File: src/design/lcdseq_pkg.sv
`timescale 1ns / 1ps
package lcdseq_pkg;

  localparam int MAX_DIGITS_DEF = 10;
  localparam int FIFO_DEPTH_DEF = 4;
  localparam int NUM_BITS       = 32;

  // request codes
  localparam logic [2:0] REQ_INIT  = 3'd0;
  localparam logic [2:0] REQ_CMD   = 3'd1;
  localparam logic [2:0] REQ_DATA  = 3'd2;
  localparam logic [2:0] REQ_CLEAR = 3'd3;
  localparam logic [2:0] REQ_GOTO  = 3'd4;
  localparam logic [2:0] REQ_INT   = 3'd5;

  // register indexes
  localparam logic [1:0] CFG_FUNCTION_SET  = 2'd0;
  localparam logic [1:0] CFG_DISPLAY_CTRL  = 2'd1;
  localparam logic [1:0] CFG_ENTRY_MODE    = 2'd2;

  localparam logic [7:0] FUNCTION_SET_RST  = 8'h28;
  localparam logic [7:0] DISPLAY_CTRL_RST  = 8'h0C;
  localparam logic [7:0] ENTRY_MODE_RST    = 8'h06;

  localparam logic [7:0] CMD_CLEAR     = 8'h01;
  localparam logic [7:0] CMD_SET_DDRAM = 8'h80;
  localparam logic [7:0] CHAR_ZERO     = 8'h30;
  localparam logic [7:0] CHAR_MINUS    = 8'h2D;
  localparam logic [3:0] WAKE_NIBBLE   = 4'h3;
  localparam logic [3:0] MODE4_NIBBLE  = 4'h2;

  localparam logic [2:0] INIT_LAST_STEP = 3'd6;

  typedef struct packed {
    logic [2:0]         req_type;
    logic [7:0]         byte_value;
    logic [4:0]         column;
    logic [1:0]         row;
    logic signed [31:0] number;
  } req_t;

  typedef struct packed {
    logic       reg_select;
    logic [3:0] nibble;
    logic       strobe_res;
    logic       extra_wait_ms;
    logic       last;
  } xfer_t;

  // one queue entry: a whole byte (two strobed nibbles) or one raw nibble
  typedef struct packed {
    logic       is_byte;
    logic       rs;
    logic [7:0] value;
    logic       strobe;
    logic       wait_ms;
    logic       last;
  } entry_t;

  typedef enum logic [2:0] {
    F_IDLE,
    F_INIT,
    F_BYTE,
    F_CONV,
    F_SKIP,
    F_SIGN,
    F_DIGIT
  } front_state_t;

  function automatic logic [7:0] line_base(input logic [1:0] row);
    case (row)
      2'd0:    line_base = 8'h00;
      2'd1:    line_base = 8'h40;
      2'd2:    line_base = 8'h14;
      default: line_base = 8'h54;
    endcase
  endfunction

  function automatic entry_t byte_entry(input logic rs, input logic [7:0] value,
                                        input logic wait_ms, input logic last);
    entry_t e;
    e.is_byte = 1'b1;
    e.rs      = rs;
    e.value   = value;
    e.strobe  = 1'b1;
    e.wait_ms = wait_ms;
    e.last    = last;
    return e;
  endfunction

  function automatic entry_t nibble_entry(input logic [3:0] nib, input logic strobe);
    entry_t e;
    e.is_byte = 1'b0;
    e.rs      = 1'b0;
    e.value   = {4'h0, nib};
    e.strobe  = strobe;
    e.wait_ms = 1'b1;
    e.last    = 1'b0;
    return e;
  endfunction

  // power-up sequence, one entry per step
  function automatic entry_t init_entry(input logic [2:0] step, input logic [7:0] fs,
                                        input logic [7:0] dc, input logic [7:0] em);
    case (step)
      3'd0:    init_entry = nibble_entry(4'h0, 1'b0);
      3'd1:    init_entry = nibble_entry(WAKE_NIBBLE, 1'b1);
      3'd2:    init_entry = nibble_entry(MODE4_NIBBLE, 1'b1);
      3'd3:    init_entry = byte_entry(1'b0, fs, 1'b0, 1'b0);
      3'd4:    init_entry = byte_entry(1'b0, dc, 1'b0, 1'b0);
      3'd5:    init_entry = byte_entry(1'b0, CMD_CLEAR, 1'b1, 1'b0);
      default: init_entry = byte_entry(1'b0, em, 1'b0, 1'b1);
    endcase
  endfunction

endpackage

File: src/design/lcdseq_chan_if.sv
`timescale 1ns / 1ps
interface lcdseq_chan_if #(parameter type T = logic) ();
  logic valid;
  logic ready;
  T     payload;

  modport source (output valid, output payload, input ready);
  modport sink (input valid, input payload, output ready);
endinterface

File: src/design/char_lcd_nibble_write_sequencer.sv
`timescale 1ns / 1ps
// Character LCD 4-bit bus sequencer.
// req (sink): one request per item: init, command byte, data byte, clear,
//   cursor goto or a signed integer printed in decimal. Types 6 and 7 are
//   taken and dropped.
// xfer (source): one item per bus transfer, high nibble first, with RS,
//   the nibble, a strobe flag, an extra millisecond wait flag and a last flag.
// cfg_we/cfg_index/cfg_data: write the init command bytes (function set,
//   display control, entry mode); write only while no request is in flight.
// The front end takes a new request only when it has queued every byte of
// the previous one. Integers go through the bit-serial binary to BCD
// converter, then their leading zeros are dropped (at least one digit
// stays), then their characters are queued, a minus sign first if negative.
// The back end sends one nibble per cycle while it has entries to send and
// xfer is not stalled; a byte request passes through the queue and the
// back end's current-entry register before its first transfer appears.
// A 4-entry queue lets the front run ahead while xfer is stalled; a stalled
// transfer holds its value. Reset empties the queue and restores the three
// command registers to 0x28, 0x0C and 0x06.
module char_lcd_nibble_write_sequencer #(
  parameter int MAX_DIGITS = lcdseq_pkg::MAX_DIGITS_DEF,
  parameter int FIFO_DEPTH = lcdseq_pkg::FIFO_DEPTH_DEF
) (
  input  logic          clk,
  input  logic          rst,
  input  logic          cfg_we,
  input  logic [1:0]    cfg_index,
  input  logic [7:0]    cfg_data,
  lcdseq_chan_if.sink   req,
  lcdseq_chan_if.source xfer
);
  import lcdseq_pkg::*;

  logic   push;
  entry_t push_data;
  logic   fifo_full;
  logic   pop;
  entry_t pop_data;
  logic   fifo_valid;
  req_t   req_data;
  xfer_t  out_data;

  assign req_data     = req.payload;
  assign xfer.payload = out_data;

  lcdseq_front #(
    .MAX_DIGITS (MAX_DIGITS)
  ) u_front (
    .clk       (clk),
    .rst       (rst),
    .cfg_we    (cfg_we),
    .cfg_index (cfg_index),
    .cfg_data  (cfg_data),
    .req_valid (req.valid),
    .req_ready (req.ready),
    .req_data  (req_data),
    .push      (push),
    .push_data (push_data),
    .fifo_full (fifo_full)
  );

  lcdseq_fifo #(
    .DEPTH (FIFO_DEPTH)
  ) u_fifo (
    .clk       (clk),
    .rst       (rst),
    .push      (push),
    .push_data (push_data),
    .full      (fifo_full),
    .pop       (pop),
    .pop_data  (pop_data),
    .not_empty (fifo_valid)
  );

  lcdseq_back u_back (
    .clk        (clk),
    .rst        (rst),
    .fifo_valid (fifo_valid),
    .fifo_data  (pop_data),
    .pop        (pop),
    .out_valid  (xfer.valid),
    .out_ready  (xfer.ready),
    .out_data   (out_data)
  );

endmodule

File: src/design/lcdseq_front.sv
`timescale 1ns / 1ps
module lcdseq_front #(
  parameter int MAX_DIGITS = lcdseq_pkg::MAX_DIGITS_DEF
) (
  input  logic               clk,
  input  logic               rst,
  input  logic               cfg_we,
  input  logic [1:0]         cfg_index,
  input  logic [7:0]         cfg_data,
  input  logic               req_valid,
  output logic               req_ready,
  input  lcdseq_pkg::req_t   req_data,
  output logic               push,
  output lcdseq_pkg::entry_t push_data,
  input  logic               fifo_full
);
  import lcdseq_pkg::*;

  localparam int BCD_W = 4 * MAX_DIGITS;
  localparam int CNT_W = $clog2(MAX_DIGITS + 1);
  localparam int BIT_W = $clog2(NUM_BITS);

  front_state_t state, state_next;

  logic [7:0]          function_set;
  logic [7:0]          display_ctrl;
  logic [7:0]          entry_mode;
  logic [2:0]          step;
  entry_t              pend;
  logic [NUM_BITS-1:0] mag;
  logic                neg;
  logic [BCD_W-1:0]    bcd;
  logic [BCD_W-1:0]    bcd_adj;
  logic [BIT_W-1:0]    bit_cnt;
  logic [CNT_W-1:0]    dig_cnt;
  logic [3:0]          top_digit;
  logic                take;
  logic [7:0]          goto_addr;

  assign take      = req_valid && req_ready;
  assign top_digit = bcd[BCD_W-1 -: 4];
  assign goto_addr = line_base(req_data.row) + {3'b000, req_data.column};

  // add 3 to every digit of 5 or more before the shift
  always_comb begin
    for (int i = 0; i < MAX_DIGITS; i++) begin
      bcd_adj[4*i +: 4] = (bcd[4*i +: 4] >= 4'd5) ? bcd[4*i +: 4] + 4'd3 : bcd[4*i +: 4];
    end
  end

  always_comb begin
    state_next = state;
    case (state)
      F_IDLE: begin
        if (req_valid) begin
          case (req_data.req_type)
            REQ_INIT:  state_next = F_INIT;
            REQ_CMD:   state_next = F_BYTE;
            REQ_DATA:  state_next = F_BYTE;
            REQ_CLEAR: state_next = F_BYTE;
            REQ_GOTO:  state_next = F_BYTE;
            REQ_INT:   state_next = F_CONV;
            default:   state_next = F_IDLE;
          endcase
        end
      end
      F_INIT: begin
        if (!fifo_full && step == INIT_LAST_STEP) state_next = F_IDLE;
      end
      F_BYTE: begin
        if (!fifo_full) state_next = F_IDLE;
      end
      F_CONV: begin
        if (bit_cnt == BIT_W'(NUM_BITS - 1)) state_next = F_SKIP;
      end
      F_SKIP: begin
        if (!(top_digit == 4'd0 && dig_cnt > CNT_W'(1))) state_next = neg ? F_SIGN : F_DIGIT;
      end
      F_SIGN: begin
        if (!fifo_full) state_next = F_DIGIT;
      end
      F_DIGIT: begin
        if (!fifo_full && dig_cnt == CNT_W'(1)) state_next = F_IDLE;
      end
      default: state_next = F_IDLE;
    endcase
  end

  always_comb begin
    req_ready = 1'b0;
    push      = 1'b0;
    push_data = pend;
    case (state)
      F_IDLE: req_ready = 1'b1;
      F_INIT: begin
        push      = !fifo_full;
        push_data = init_entry(step, function_set, display_ctrl, entry_mode);
      end
      F_BYTE: push = !fifo_full;
      F_SIGN: begin
        push      = !fifo_full;
        push_data = byte_entry(1'b1, CHAR_MINUS, 1'b0, 1'b0);
      end
      F_DIGIT: begin
        push      = !fifo_full;
        push_data = byte_entry(1'b1, CHAR_ZERO | {4'h0, top_digit}, 1'b0,
                               dig_cnt == CNT_W'(1));
      end
      default: push = 1'b0;
    endcase
  end

  always_ff @(posedge clk) begin
    if (rst) begin
      state        <= F_IDLE;
      function_set <= FUNCTION_SET_RST;
      display_ctrl <= DISPLAY_CTRL_RST;
      entry_mode   <= ENTRY_MODE_RST;
    end else begin
      state <= state_next;
      if (cfg_we) begin
        case (cfg_index)
          CFG_FUNCTION_SET: function_set <= cfg_data;
          CFG_DISPLAY_CTRL: display_ctrl <= cfg_data;
          CFG_ENTRY_MODE:   entry_mode   <= cfg_data;
          default: ;
        endcase
      end
    end
  end

  always_ff @(posedge clk) begin
    if (take) begin
      step    <= 3'd0;
      bit_cnt <= '0;
      bcd     <= '0;
      dig_cnt <= CNT_W'(MAX_DIGITS);
      neg     <= req_data.number[NUM_BITS-1];
      mag     <= req_data.number[NUM_BITS-1] ? NUM_BITS'(-req_data.number)
                                              : req_data.number;
      case (req_data.req_type)
        REQ_DATA:  pend <= byte_entry(1'b1, req_data.byte_value, 1'b0, 1'b1);
        REQ_CLEAR: pend <= byte_entry(1'b0, CMD_CLEAR, 1'b1, 1'b1);
        REQ_GOTO:  pend <= byte_entry(1'b0, CMD_SET_DDRAM | goto_addr, 1'b0, 1'b1);
        default:   pend <= byte_entry(1'b0, req_data.byte_value, 1'b0, 1'b1);
      endcase
    end else begin
      case (state)
        F_INIT: if (!fifo_full) step <= step + 3'd1;
        F_CONV: begin
          bcd     <= {bcd_adj[BCD_W-2:0], mag[NUM_BITS-1]};
          mag     <= {mag[NUM_BITS-2:0], 1'b0};
          bit_cnt <= bit_cnt + BIT_W'(1);
        end
        F_SKIP: begin
          // drop leading zeros, keep at least one digit
          if (top_digit == 4'd0 && dig_cnt > CNT_W'(1)) begin
            bcd     <= {bcd[BCD_W-5:0], 4'h0};
            dig_cnt <= dig_cnt - CNT_W'(1);
          end
        end
        F_DIGIT: begin
          if (!fifo_full) begin
            bcd     <= {bcd[BCD_W-5:0], 4'h0};
            dig_cnt <= dig_cnt - CNT_W'(1);
          end
        end
        default: ;
      endcase
    end
  end

endmodule

File: src/design/lcdseq_fifo.sv
`timescale 1ns / 1ps
module lcdseq_fifo #(
  parameter int DEPTH = lcdseq_pkg::FIFO_DEPTH_DEF
) (
  input  logic               clk,
  input  logic               rst,
  input  logic               push,
  input  lcdseq_pkg::entry_t push_data,
  output logic               full,
  input  logic               pop,
  output lcdseq_pkg::entry_t pop_data,
  output logic               not_empty
);
  import lcdseq_pkg::*;

  localparam int PTR_W = (DEPTH > 1) ? $clog2(DEPTH) : 1;
  localparam int CNT_W = $clog2(DEPTH + 1);

  entry_t           mem [DEPTH];
  logic [PTR_W-1:0] wr_ptr;
  logic [PTR_W-1:0] rd_ptr;
  logic [CNT_W-1:0] count;
  logic             do_push;
  logic             do_pop;

  assign full      = count == CNT_W'(DEPTH);
  assign not_empty = count != '0;
  assign do_push   = push && !full;
  assign do_pop    = pop && not_empty;
  assign pop_data  = mem[rd_ptr];

  always_ff @(posedge clk) begin
    if (do_push) mem[wr_ptr] <= push_data;
  end

  always_ff @(posedge clk) begin
    if (rst) begin
      wr_ptr <= '0;
      rd_ptr <= '0;
      count  <= '0;
    end else begin
      if (do_push) wr_ptr <= (wr_ptr == PTR_W'(DEPTH - 1)) ? '0 : wr_ptr + PTR_W'(1);
      if (do_pop)  rd_ptr <= (rd_ptr == PTR_W'(DEPTH - 1)) ? '0 : rd_ptr + PTR_W'(1);
      if (do_push && !do_pop) count <= count + CNT_W'(1);
      else if (do_pop && !do_push) count <= count - CNT_W'(1);
    end
  end

endmodule

File: src/design/lcdseq_back.sv
`timescale 1ns / 1ps
module lcdseq_back (
  input  logic               clk,
  input  logic               rst,
  input  logic               fifo_valid,
  input  lcdseq_pkg::entry_t fifo_data,
  output logic               pop,
  output logic               out_valid,
  input  logic               out_ready,
  output lcdseq_pkg::xfer_t  out_data
);
  import lcdseq_pkg::*;

  entry_t cur;
  logic   cur_valid;
  logic   phase;
  logic   load;
  logic   adv;
  logic   done;
  xfer_t  nxt;

  assign load = !out_valid || out_ready;
  assign adv  = load && cur_valid;
  // a byte finishes on its low nibble, a raw nibble at once
  assign done = adv && (!cur.is_byte || phase);
  assign pop  = fifo_valid && (!cur_valid || done);

  always_comb begin
    nxt.reg_select    = cur.rs;
    nxt.nibble        = (cur.is_byte && !phase) ? cur.value[7:4] : cur.value[3:0];
    nxt.strobe_res    = cur.is_byte || cur.strobe;
    nxt.extra_wait_ms = cur.is_byte ? (phase && cur.wait_ms) : cur.wait_ms;
    nxt.last          = cur.last && (!cur.is_byte || phase);
  end

  always_ff @(posedge clk) begin
    if (rst) begin
      cur_valid <= 1'b0;
      phase     <= 1'b0;
      out_valid <= 1'b0;
    end else begin
      if (pop) begin
        cur_valid <= 1'b1;
        phase     <= 1'b0;
      end else if (done) begin
        cur_valid <= 1'b0;
      end else if (adv) begin
        phase <= 1'b1;
      end
      if (load) out_valid <= cur_valid;
    end
  end

  always_ff @(posedge clk) begin
    if (pop) cur <= fifo_data;
    if (adv) out_data <= nxt;
  end

endmodule
File: src/flat_wrapper.sv
// flat-port wrapper written by rule: the top's interface ports become plain ports
module char_lcd_nibble_write_sequencer_flat import lcdseq_pkg::*;
#(
  parameter int MAX_DIGITS = lcdseq_pkg::MAX_DIGITS_DEF,
  parameter int FIFO_DEPTH = lcdseq_pkg::FIFO_DEPTH_DEF
)
  (clk, rst, cfg_we, cfg_index, cfg_data, req_valid, req_payload, req_ready, xfer_valid, xfer_payload, xfer_ready);
  lcdseq_chan_if req_i ();
  lcdseq_chan_if xfer_i ();
  input  logic clk;
  input  logic rst;
  input  logic cfg_we;
  input  logic [1:0] cfg_index;
  input  logic [7:0] cfg_data;
  input wire logic [$bits(req_i.valid)-1:0] req_valid;
  input wire logic [$bits(req_i.payload)-1:0] req_payload;
  output wire logic [$bits(req_i.ready)-1:0] req_ready;
  output wire logic [$bits(xfer_i.valid)-1:0] xfer_valid;
  output wire logic [$bits(xfer_i.payload)-1:0] xfer_payload;
  input wire logic [$bits(xfer_i.ready)-1:0] xfer_ready;
  assign req_i.valid = req_valid;
  assign req_i.payload = req_payload;
  assign req_ready = req_i.ready;
  assign xfer_valid = xfer_i.valid;
  assign xfer_payload = xfer_i.payload;
  assign xfer_i.ready = xfer_ready;
  char_lcd_nibble_write_sequencer #(.MAX_DIGITS(MAX_DIGITS), .FIFO_DEPTH(FIFO_DEPTH)) u_core (.clk(clk), .rst(rst), .cfg_we(cfg_we), .cfg_index(cfg_index), .cfg_data(cfg_data), .req(req_i), .xfer(xfer_i));
endmodule
File: config.mk
export PLATFORM = sky130hd
export DESIGN_NAME = char_lcd_nibble_write_sequencer_flat
export DESIGN_NICKNAME = d
export VERILOG_FILES = /design/src/design/lcdseq_pkg.sv /design/src/design/lcdseq_chan_if.sv /design/src/design/char_lcd_nibble_write_sequencer.sv /design/src/design/lcdseq_front.sv /design/src/design/lcdseq_fifo.sv /design/src/design/lcdseq_back.sv /design/src/flat_wrapper.sv
export SDC_FILE = /design/constraint.sdc
export NUM_CORES = 1
export LEC_CHECK = 0
export BUFFER_PORTS_ARGS = -buffer_cell sky130_fd_sc_hd__clkbuf_2
export CORE_MARGIN = 2
export CORE_UTILIZATION = 45
export CTS_CLUSTER_SIZE = 12
export DETAILED_ROUTE_END_ITERATION = 10
export PLACE_DENSITY_LB_ADDON = 0.25
export SKIP_CTS_REPAIR_TIMING = 1
export SLEW_MARGIN = 25
export SYNTH_ARGS = -nofsm -noshare
export SYNTH_HDL_FRONTEND = slang
export SYNTH_SLANG_ARGS = --single-unit
File: constraint.sdc
create_clock -name clk -period 4.21 [get_ports clk]
set_clock_uncertainty 0.15 [all_clocks]
set_input_delay 0.421 -clock clk [delete_from_list [all_inputs] [get_ports clk]]
set_output_delay 0.421 -clock clk [all_outputs]
set_load 0.01 [all_outputs]
* Word level (Yosys, flattened, before mapping)
Memories as Yosys holds them, arrays and structs flattened. A register that Yosys moved wholly into a read port is not among the register bits.
Cells that the tools add are included.
** Word-level totals
- Register bits after elaboration :: 122
- Latch bits :: 0
- RAM bits :: 52
- ROM bits :: 0
- Bits of input ports :: 16
- Output and inout port bits :: 3
- Logic and storage cells :: 155
- Memories kept :: 1
** Memories
- u_core.u_fifo.mem :: words 4, width 13, rd ports 1, clocked after memory_dff 1, write ports 1, RTL line lcdseq_fifo.sv:19 : entry_t mem [DEPTH];
** Operators by class
- $add $sub $neg :: 17
- Multipliers :: 0
- Divide/modulo/power cells :: 0
- Magnitude comparators :: 11
- Eq/ne operators :: 28
- Shifts and indexed selects :: 0
- Multiplexer cells :: 38
- Bitwise operators :: 2
- Reductions and logical operators :: 41
** Operators with widths (count)
- 40-bit case mux with 3 select lines :: 1
- 40-bit two-way mux :: 2
- 13-bit case mux with 6 select lines :: 1
- 4-bit two-way mux :: 11
- 4-bit by 3-bit greater-or-equal comparator with 1-bit output, second input constant :: 10
- 13-bit case mux with 3 select lines :: 1
- 4-bit by 2-bit adder with 4-bit output, second input constant :: 9
- 3-bit two-way mux :: 10
- 3-bit == test, second input constant :: 7
- 3-bit case mux with 7 select lines :: 1
- 2-bit inequality test, second input constant :: 9
- 3-bit by 2-bit == test with 1-bit output, second input constant :: 4
- 1-bit logical AND :: 12
- 2-bit AND reduction :: 5
- 1-bit two-way mux :: 8
- 4-bit case mux with 2 select lines :: 1
- 2-bit nonzero test :: 4
- 7-bit AND reduction :: 1
- 3-bit by 1-bit adder with 3-bit output, second input constant :: 2
- 2-bit == test, second input constant :: 3
- 3-bit by 1-bit == test with 1-bit output, second input constant :: 2
- 1-bit zero test :: 6
- 3-bit zero test :: 2
- 3-bit AND reduction :: 2
- other kinds (17) :: 23

* Logic depth before layout (Yosys ltp)
Gate-level depths: netlist of the first run.
- Word-level depth :: 10
- Mapped depth :: 9
- Depth with buffers taken out :: 9

* Cells and area by module
Synthesis of the first run repeated with hierarchy kept, for this count alone.
** Second synthesis, totals
- Cells, all modules :: 1064
- Area, all modules :: 10752.8 sq um
** Modules (own cells, without submodules)
- lcdseq_front :: times used 1, cells an instance 892, area an instance 7542.2 sq um, sequential area each 2872.8 sq um
- lcdseq_fifo :: times used 1, cells an instance 117, area an instance 2363.5 sq um, sequential area each 1741.7 sq um
- lcdseq_back :: times used 1, cells an instance 54, area an instance 843.3 sq um, sequential area each 690.7 sq um
- char_lcd_nibble_write_sequencer :: times used 1, cells an instance 1, area an instance 3.8 sq um, sequential area each 0.0 sq um

* Worst setup path after synthesis of the first run
No wires, ideal clock.
- Path type :: register to register
- Start :: register u_core.u_front.state[0]
- End :: register u_core.u_fifo.count[2]
- Setup time :: 0.071 ns
- Arrival time :: 2.262 ns
- Data required time :: 3.989 ns
- Setup slack :: 1.728 ns
- Cell stages (with the launch flop) :: 10
- Buffers on the path :: 1
- Period minus slack after synthesis :: 2.482 ns
- Cells stage by stage :: dfxtp_1 -> clkbuf_1 -> xnor2_1 -> a21oi_2 -> ha_1 -> inv_1 -> fa_1 -> xor2_1 -> or3_2 -> a21oi_1
** On the way
- Longest elaborated chain between the ends :: 7
- Elaborated cells on any way between the ends :: 12
- Classes of those cells :: eq/ne (4); mux (2); reduce/logical (6)
** RTL lines
- from (decl) :: RTL line lcdseq_front.sv:23 : front_state_t state, state_next;
- from (signal assigned) :: RTL line lcdseq_front.sv:120 : state <= state_next;
- 3-bit by 1-bit == test with 1-bit output (tied with other cells) :: RTL line lcdseq_front.sv:93 : case (state)
- 4-bit OR reduction (no line) *
- 1-bit two-way mux *
- 1-bit logical AND * :: RTL line lcdseq_fifo.sv:28 : assign do_push = push && !full;
- net u_core.u_fifo.do_push :: RTL line lcdseq_fifo.sv:23 : logic do_push;
- 1-bit zero test :: RTL line lcdseq_fifo.sv:45 : else if (do_pop && !do_push) count <= count - CNT_W'(1);
- 1-bit logical AND :: RTL line lcdseq_fifo.sv:45
- 2-bit nonzero test (no line)
- to (signal assigned) :: RTL line lcdseq_fifo.sv:44 : if (do_push && !do_pop) count <= count + CNT_W'(1);
- to (signal assigned) :: RTL line lcdseq_fifo.sv:45
- to (decl) :: RTL line lcdseq_fifo.sv:22 : logic [CNT_W-1:0] count;
Mark *: on every way through the listed nets, which the timed path passes. The rest lies on a longest branch.
A chain may end at the register's enable or synchronous reset.

* Final worst setup path of the first run
- Start :: register u_core.u_front.state[1]
- End :: register u_core.u_fifo.count[2]
Same word-level chain as after synthesis.

==> results of run 1 <==
layout make-up:
class,instances,area (um^2)
fill,1177,6070
multi-input combinational,492,3070
tap,168,210
clock buffer,11,243
timing repair buffer,12,72.6
clock inverter,5,42.5
inverter,31,116
sequential,108,2280
stage by stage:
stage,area (um^2),utilization
6_report,6040,0.499
3_3_place_gp,5760,0.475
3_5_place_dp,5760,0.475
5_1_grt,6040,0.499
4_1_cts,6040,0.499
2_1_floorplan,5650,-
synthesized netlist by cell type (all sizes together):
master    n
nand2   112
a21oi   108
dfxtp    96
ha       36
o21ai    35
inv      31
nor2     31
nand2b   28
clkbuf   20
o211ai   18
buf      17
xnor2    14
a211oi   12
edfxtp   12
a22oi    11
nand3    11
nor3b    10
a32oi     8
mux2i     8
nor3      8
and2      5
nor2b     5
and3      4
xor2      4
a31oi     3
or3       3
mux4      2
a211o     1
a21bo     1
a221oi    1
a41o      1
and2b     1
and3b     1
fa        1
nand3b    1
nand4     1
nor4      1
nor4b     1
o22ai     1
o311ai    1
o31ai     1
or2       1
or3b      1
per-layer routing:
metal  track usage  share of wire  routed length (um)
met1         0.198           0.45                4890
met5             0              0                   0
met2         0.318           0.51                5570
met4        0.0595          0.012                 133
met3        0.0366          0.028                 308
flip-flops by register name (all words and copies together) (netlist names), 2 cells and up:
register / flops
u_core.u_front.state: 3
u_core.u_front.mag: 32
u_core.u_front.bcd: 40
u_core.u_fifo.rd_ptr: 2
u_core.u_front.dig_cnt: 4
u_core.u_fifo.mem: 8
u_core.u_front.step: 3
u_core.u_front.bit_cnt: 5
u_core.u_back.cur: 2
u_core.u_fifo.wr_ptr: 2
u_core.u_fifo.count: 3
report_power, final:
group          internal [W]  total [W]  leakage, nW  switching [W]
Clock              0.000426   0.000812        0.137       0.000387
Combinational      0.000123   0.000279         1.14       0.000156
Sequential          0.00111    0.00116        0.884      0.0000551
Total               0.00166    0.00225         2.16       0.000598
path summary, 6_finish.rpt:
path / startpoint / slack (ns) / to
max: u_core.u_front.state[1] / 1.40 / u_core.u_fifo.count[2]
min: xfer_ready / 0.22 / u_core.u_back.out_valid
max reg2reg: u_core.u_front.state[1] / 1.40 / u_core.u_fifo.count[2]
min reg2reg: u_core.u_front.mag[18] / 0.30 / u_core.u_front.mag[19]
critical path, stage by stage (launching register included):
cell,delay [ns]
dfxtp_1,0.66
xnor2_1,0.18
a21oi_2,0.30
ha_1,0.25
inv_1,0.07
fa_1,0.37
xor2_1,0.18
or3_2,0.42
a21oi_1,0.15
cell families (layout without fill, tap and decap cells):
kind of cell / after synthesis / count (layout) / synth area share
buf+inv: 68 / 59 / 0.0530
xor+xnor: 18 / 18 / 0.0279
simple gates: 225 / 225 / 0.191
compound gates: 202 / 202 / 0.218
fa+ha+maj: 37 / 37 / 0.0833
mux: 10 / 10 / 0.0222
flops: 108 / 108 / 0.404
==> results.json, run 1 <==
{
  "avgSynthCellArea_um2": 8.45,
  "clk_latency_ns": 0.35,
  "drt_pass1_iterations": 5,
  "status": "completed",
  "grt_pass1_vias": 4352,
  "dp_hpwl_mm": 7.06,
  "drc": 0,
  "yosys.area.top_type": "dfxtp_1",
  "antennaDiodeCount": 0,
  "globalRouteTotalUtil": 0.173,
  "mostFrequentLayoutCell": "nand2_1",
  "pre_cts_ws_ns": 1.42,
  "worst-endpoint-arrival_ns": 2.94,
  "path_class": "flip-flop to flip-flop",
  "required_ns": 4.34,
  "cp_max_fo": 12,
  "vdd_drop_max_v": 0.000205,
  "syn-instance-count": 668,
  "drive_gt1_frac": 0.0774,
  "dieWidth_um": 116,
  "drt-total-wl_mm": 10.9,
  "syn_area_um2": 5650,
  "place.gp.congestion": 0.804,
  "fin_crit_ns": 2.81,
  "worstSetupStartpointType": "flip-flop",
  "num_vias": 4509,
  "yosysTopAreaCellShare": 0.340,
  "rsz0062_at_grt": "no",
  "grt_max_degree": 59,
  "syn_to_final_growth_pct": 6.98,
  "fin_cells": 827,
  "total_power_w": 0.00225,
  "fmax_mhz": 356,
  "numPortBuffers": 7,
  "grt_pass1_wl_mm": 19.1,
  "synth.area.top_cells": "dfxtp_1 34%, a21oi_1 9.2%, ha_1 8.0%",
  "fin_hold_ws_ns": 0.216,
  "wire_per_inst_um": 13.2,
  "fp.dieH_um": 116,
  "setup_viol": 0,
  "num-nets-final": 707,
  "synth_cell_type_count": 55,
  "cts_made_buffers": 9,
  "drtAntennaViolNets": 0,
  "fp.coreArea_um2": 12100,
  "first_iter_violations": 350,
  "ys_ff_latch": 108,
  "start_util": 0.466,
  "power_density_nw_per_um2": 373,
  "antenna_found_initial": 0,
  "boundaryPins": 19,
  "die-area_um2": 13500,
  "cts_sinks": 108,
  "htree_levels": 3,
  "viasPerCell": 5.45,
  "crit_path_end_kind": "flip-flop",
  "worst_pin_slew_ns": 0.734,
  "dp_cells": 811,
  "cap_viol_max_count": 0,
  "seq_area_frac_synth": 0.404,
  "rows": 40,
  "syn-num-nets": 721,
  "min_delay_path_depth": 4,
  "cts-root-buf": "clkbuf_16",
  "clock_path_buffers": 2,
  "finalHoldViolCount": 0,
  "clk_pin_slew_ns": 0.07,
  "tritoncts": "done",
  "slew_headroom": 0.509,
  "mostFrequentLayoutCells": "111 x nand2_1, 104 x a21oi_1, 96 x dfxtp_1",
  "ff2ff_path_depth": 8,
  "setup_slack_ns": 1.40,
  "synth_warnings": 0,
  "p_leak_nw": 2.16,
  "fin_tns_setup_ns": 0,
  "grt_overflow": 0,
  "drv_slew": 0,
  "fin_crit_sh": 0.666,
  "min_path_type": "primary input to flip-flop"
}
No activity file was read; power rests on OpenSTA's default activity.
==> inputs of run 2 (changes only) <==
--- a/config.mk
+++ b/config.mk
@@ -5,6 +5,7 @@
 export SDC_FILE = /design/constraint.sdc
 export NUM_CORES = 1
 export LEC_CHECK = 0
+export ABC_AREA = 1
 export BUFFER_PORTS_ARGS = -buffer_cell sky130_fd_sc_hd__clkbuf_2
 export CORE_MARGIN = 2
 export CORE_UTILIZATION = 45
==> constraint.sdc (replaced) <==
create_clock -name clk -period 2.6 [get_ports clk]
set_clock_uncertainty 0.15 [all_clocks]
set_input_delay 0.26 -clock clk [delete_from_list [all_inputs] [get_ports clk]]
set_output_delay 0.26 -clock clk [all_outputs]
set_load 0.01 [all_outputs]
==> run 2 against run 1 <==
  * Synthesized area is 1.7% higher
  * Non-clock buffer count increased by 4
  * Setup slack lost 0.96 ns
  * Flip-flop and latch count stayed put
  * Final area is 3.0% higher
  * First-iteration DRC count shrank 11%
  * Critical path type unchanged
  * Critical endpoint is now u_core.u_fifo.count[1]
  * Largest power group is now combinational logic
==> results.json, run 2 <==
{
  "syn-instance-count": 825,
  "cp_slowest_stage_delay_ns": 0.40,
  "num_vias": 4806,
  "met3WireLength_um": 352,
  "antenna_found_initial": 0,
  "synth_common_cells": "261 x nand2_1, 96 x dfxtp_1, 87 x nor2_1",
  "final_core_util": 0.497,
  "drv_slew": 0,
  "power_density_nw_per_um2": 1150,
  "yosysTopAreaCellShare": 0.335,
  "ys_ff_latch": 108,
  "finalHoldViolCount": 0,
  "fp.dieH_um": 117,
  "dieWidth_um": 117,
  "r2r_end": "u_core.u_fifo.count[1]",
  "synth_flop_cell": "dfxtp_1",
  "regMostFlops": "u_core.u_front.bcd",
  "syn_area_um2": 5740,
  "antennaDiodeCount": 0,
  "largest_reg_flops": 40,
  "fin_crit_sh": 0.829,
  "wire_per_inst_um": 10.4,
  "htree_levels": 3,
  "mostFrequentLayoutCells": "261 x nand2_1, 96 x dfxtp_1, 86 x nor2_1",
  "cts-root-buf": "clkbuf_16",
  "first_iter_violations": 310,
  "cts_made_buffers": 9,
  "slew_headroom": 0.542,
  "r2r_start": "u_core.u_fifo.count[0]",
  "tritoncts": "done",
  "vdd_drop_max_v": 0.000401,
  "num-nets-final": 875,
  "boundaryPins": 19,
  "synth_warnings": 0,
  "seq_area_frac_synth": 0.397,
  "cp_max_fo": 4,
  "mostFrequentLayoutCell": "nand2_1",
  "worst_pin_slew_ns": 0.685,
  "viasPerCell": 4.81,
  "path_class": "flip-flop to flip-flop",
  "fin_crit_ns": 2.16,
  "routed.top_layer": "met4",
  "avgSynthCellArea_um2": 6.96,
  "drt-met1-wl_mm": 5.28,
  "top_regs": "u_core.u_front.bcd: 40 flops, u_core.u_front.mag: 32 flops, u_core.u_fifo.mem: 8 flops",
  "fp.coreArea_um2": 12500,
  "setup_viol": 0,
  "grt_pass1_vias": 4261,
  "critPathSlowestCell": "fa_1",
  "numPortBuffers": 7,
  "cap_viol_max_count": 0,
  "status": "completed",
  "grt_pass1_wl_mm": 18.5,
  "grt_overflow": 0,
  "min_from": "xfer_ready",
  "drt_pass1_iterations": 5,
  "clk_pin_slew_ns": 0.08,
  "swShare": 0.436,
  "p_leak_nw": 2.76,
  "ff2ff_path_depth": 11,
  "clock_path_buffers": 2,
  "rsz0062_at_grt": "no",
  "worst-endpoint-arrival_ns": 2.26,
  "critical_path.cell_chain": "inv_1 -> nand2_1 -> nor2_1 -> inv_1 -> nand2_1 -> inv_1 -> ha_1 -> inv_1 -> fa_1 -> o21ai_0 -> a21oi_1",
  "dp_hpwl_mm": 6.84,
  "min_path_type": "primary input to flip-flop",
  "async_reset_ff_frac": 0,
  "clk_latency_ns": 0.36,
  "drt-total-wl_mm": 10.4,
  "min_to": "u_core.u_back.out_valid",
  "worstSetupStartpointType": "flip-flop",
  "start_util": 0.459,
  "p_int_w": 0.00404,
  "synth_cell_type_count": 33,
  "drtAntennaViolNets": 0,
  "p_comb_frac": 0.455,
  "place.gp.congestion": 0.781,
  "syn-num-nets": 878,
  "die-area_um2": 13700,
  "yosysMostFrequentCell": "nand2_1",
  "met2WireLength_mm": 4.66,
  "cp_top_family": "adder cells",
  "grt_max_degree": 67,
  "drc": 0,
  "synth_edf_count": 12,
  "syn_to_final_growth_pct": 8.41,
  "min_delay_path_depth": 4,
  "pwr-share-clk": 0.192,
  "p_sw_w": 0.00313,
  "worst-r2r-setup-slack_ns": 0.44,
  "fin_tns_setup_ns": 0,
  "drive_gt1_frac": 0.0556,
  "globalRouteTotalUtil": 0.166,
  "crit_path_frequent_cell": "inv_1",
  "synth.area.top_cells": "dfxtp_1 33%, nand2_1 17%, ha_1 7.8%",
  "fmax_mhz": 464,
  "crit_path_end_kind": "flip-flop",
  "required_ns": 2.70,
  "yosys.area.top_type": "dfxtp_1",
  "cts_sinks": 108,
  "critPathBufInv": 4,
  "seqPwrFrac": 0.353,
  "rows": 41
}
## run 2: cell types whose count changed after synthesis, moves of 14 or more
cell and delta:
xnor2_1 -14, nand3_1 +16, nand2_1 +150, o21ai_0 +28, inv_1 +52, nor2_1 +56
o211ai_1 -17, nand2b_1 -28, a21oi_1 -26
## run 2: tightest hold or removal path, delay by kind of cell
kind / cells / cell delay, ns
buffers and inverters: 2 / 0.13
AOI/OAI and AO/OA: 1 / 0.06
and+or+nand+nor: 1 / 0.05
## run 2: power by group through the flow
stage	sequential, W	clock [W]	combinational, W
after floorplan	0.00248	0	0.00273
after global placement	0.00257	0	0.00325
after detailed placement	0.00257	0	0.00327
after CTS	0.00253	0.00142	0.00329
after global routing	0.00260	0.00148	0.00391
final	0.00253	0.00137	0.00326
## run 2: cell families after synthesis
logic type      share of synthesized area
simple gates                        0.270
compound gates                      0.147
buf+inv                            0.0856
flops                               0.397
fa+ha+maj                          0.0819
xor+xnor                           0.0183
## run 2: area by class of cell
type | instances | area (um^2)
clock buffers | 9 | 225
clock inverters | 7 | 78.8
fillers | 1278 | 6290
inverters | 88 | 330
multi-input cells | 599 | 2980
flip-flops and latches | 108 | 2280
well taps | 172 | 215
repair buffers | 16 | 118
## run 2: worst max-delay path by stage
| stage | slack, ns | to | start | cells after the start |
|---|---|---|---|---|
| CTS | 0.44 | u_core.u_fifo.count[1] | u_core.u_fifo.count[0] | 11 |
| global route | 0.09 | u_core.u_fifo.count[2] | u_core.u_fifo.count[0] | 14 |
| floorplan | 0.53 | u_core.u_fifo.count[2] | u_core.u_back.out_valid | 14 |
| global placement | 0.48 | u_core.u_fifo.count[1] | u_core.u_fifo.count[0] | 11 |
| finish | 0.44 | u_core.u_fifo.count[1] | u_core.u_fifo.count[0] | 11 |
| detailed placement | 0.45 | u_core.u_fifo.count[1] | u_core.u_fifo.count[0] | 11 |
## run 2: metrics by stage
step | setup slack, ns | instance area [um^2] | hold WS, ns | total power [W] | std cells
after global placement | 0.478 | 5910 | 0.297 | 0.00582 | 982
final | 0.443 | 6220 | 0.0384 | 0.00717 | 999
after floorplan | 0.531 | 5740 | 0.179 | 0.00521 | 825
after CTS | 0.435 | 6210 | -0.00761 | 0.00724 | 998
after detailed placement | 0.448 | 5910 | 0.300 | 0.00584 | 982
after global routing | 0.0928 | 6220 | 0.0698 | 0.00800 | 999
## run 2: routing by layer
metal / GRT usage / up-vias
met4: 0.0439 / 0
met1: 0.215 / 2113
met5: 0 / -
li1: - / 2627
met2: 0.272 / 57
met3: 0.0469 / 9
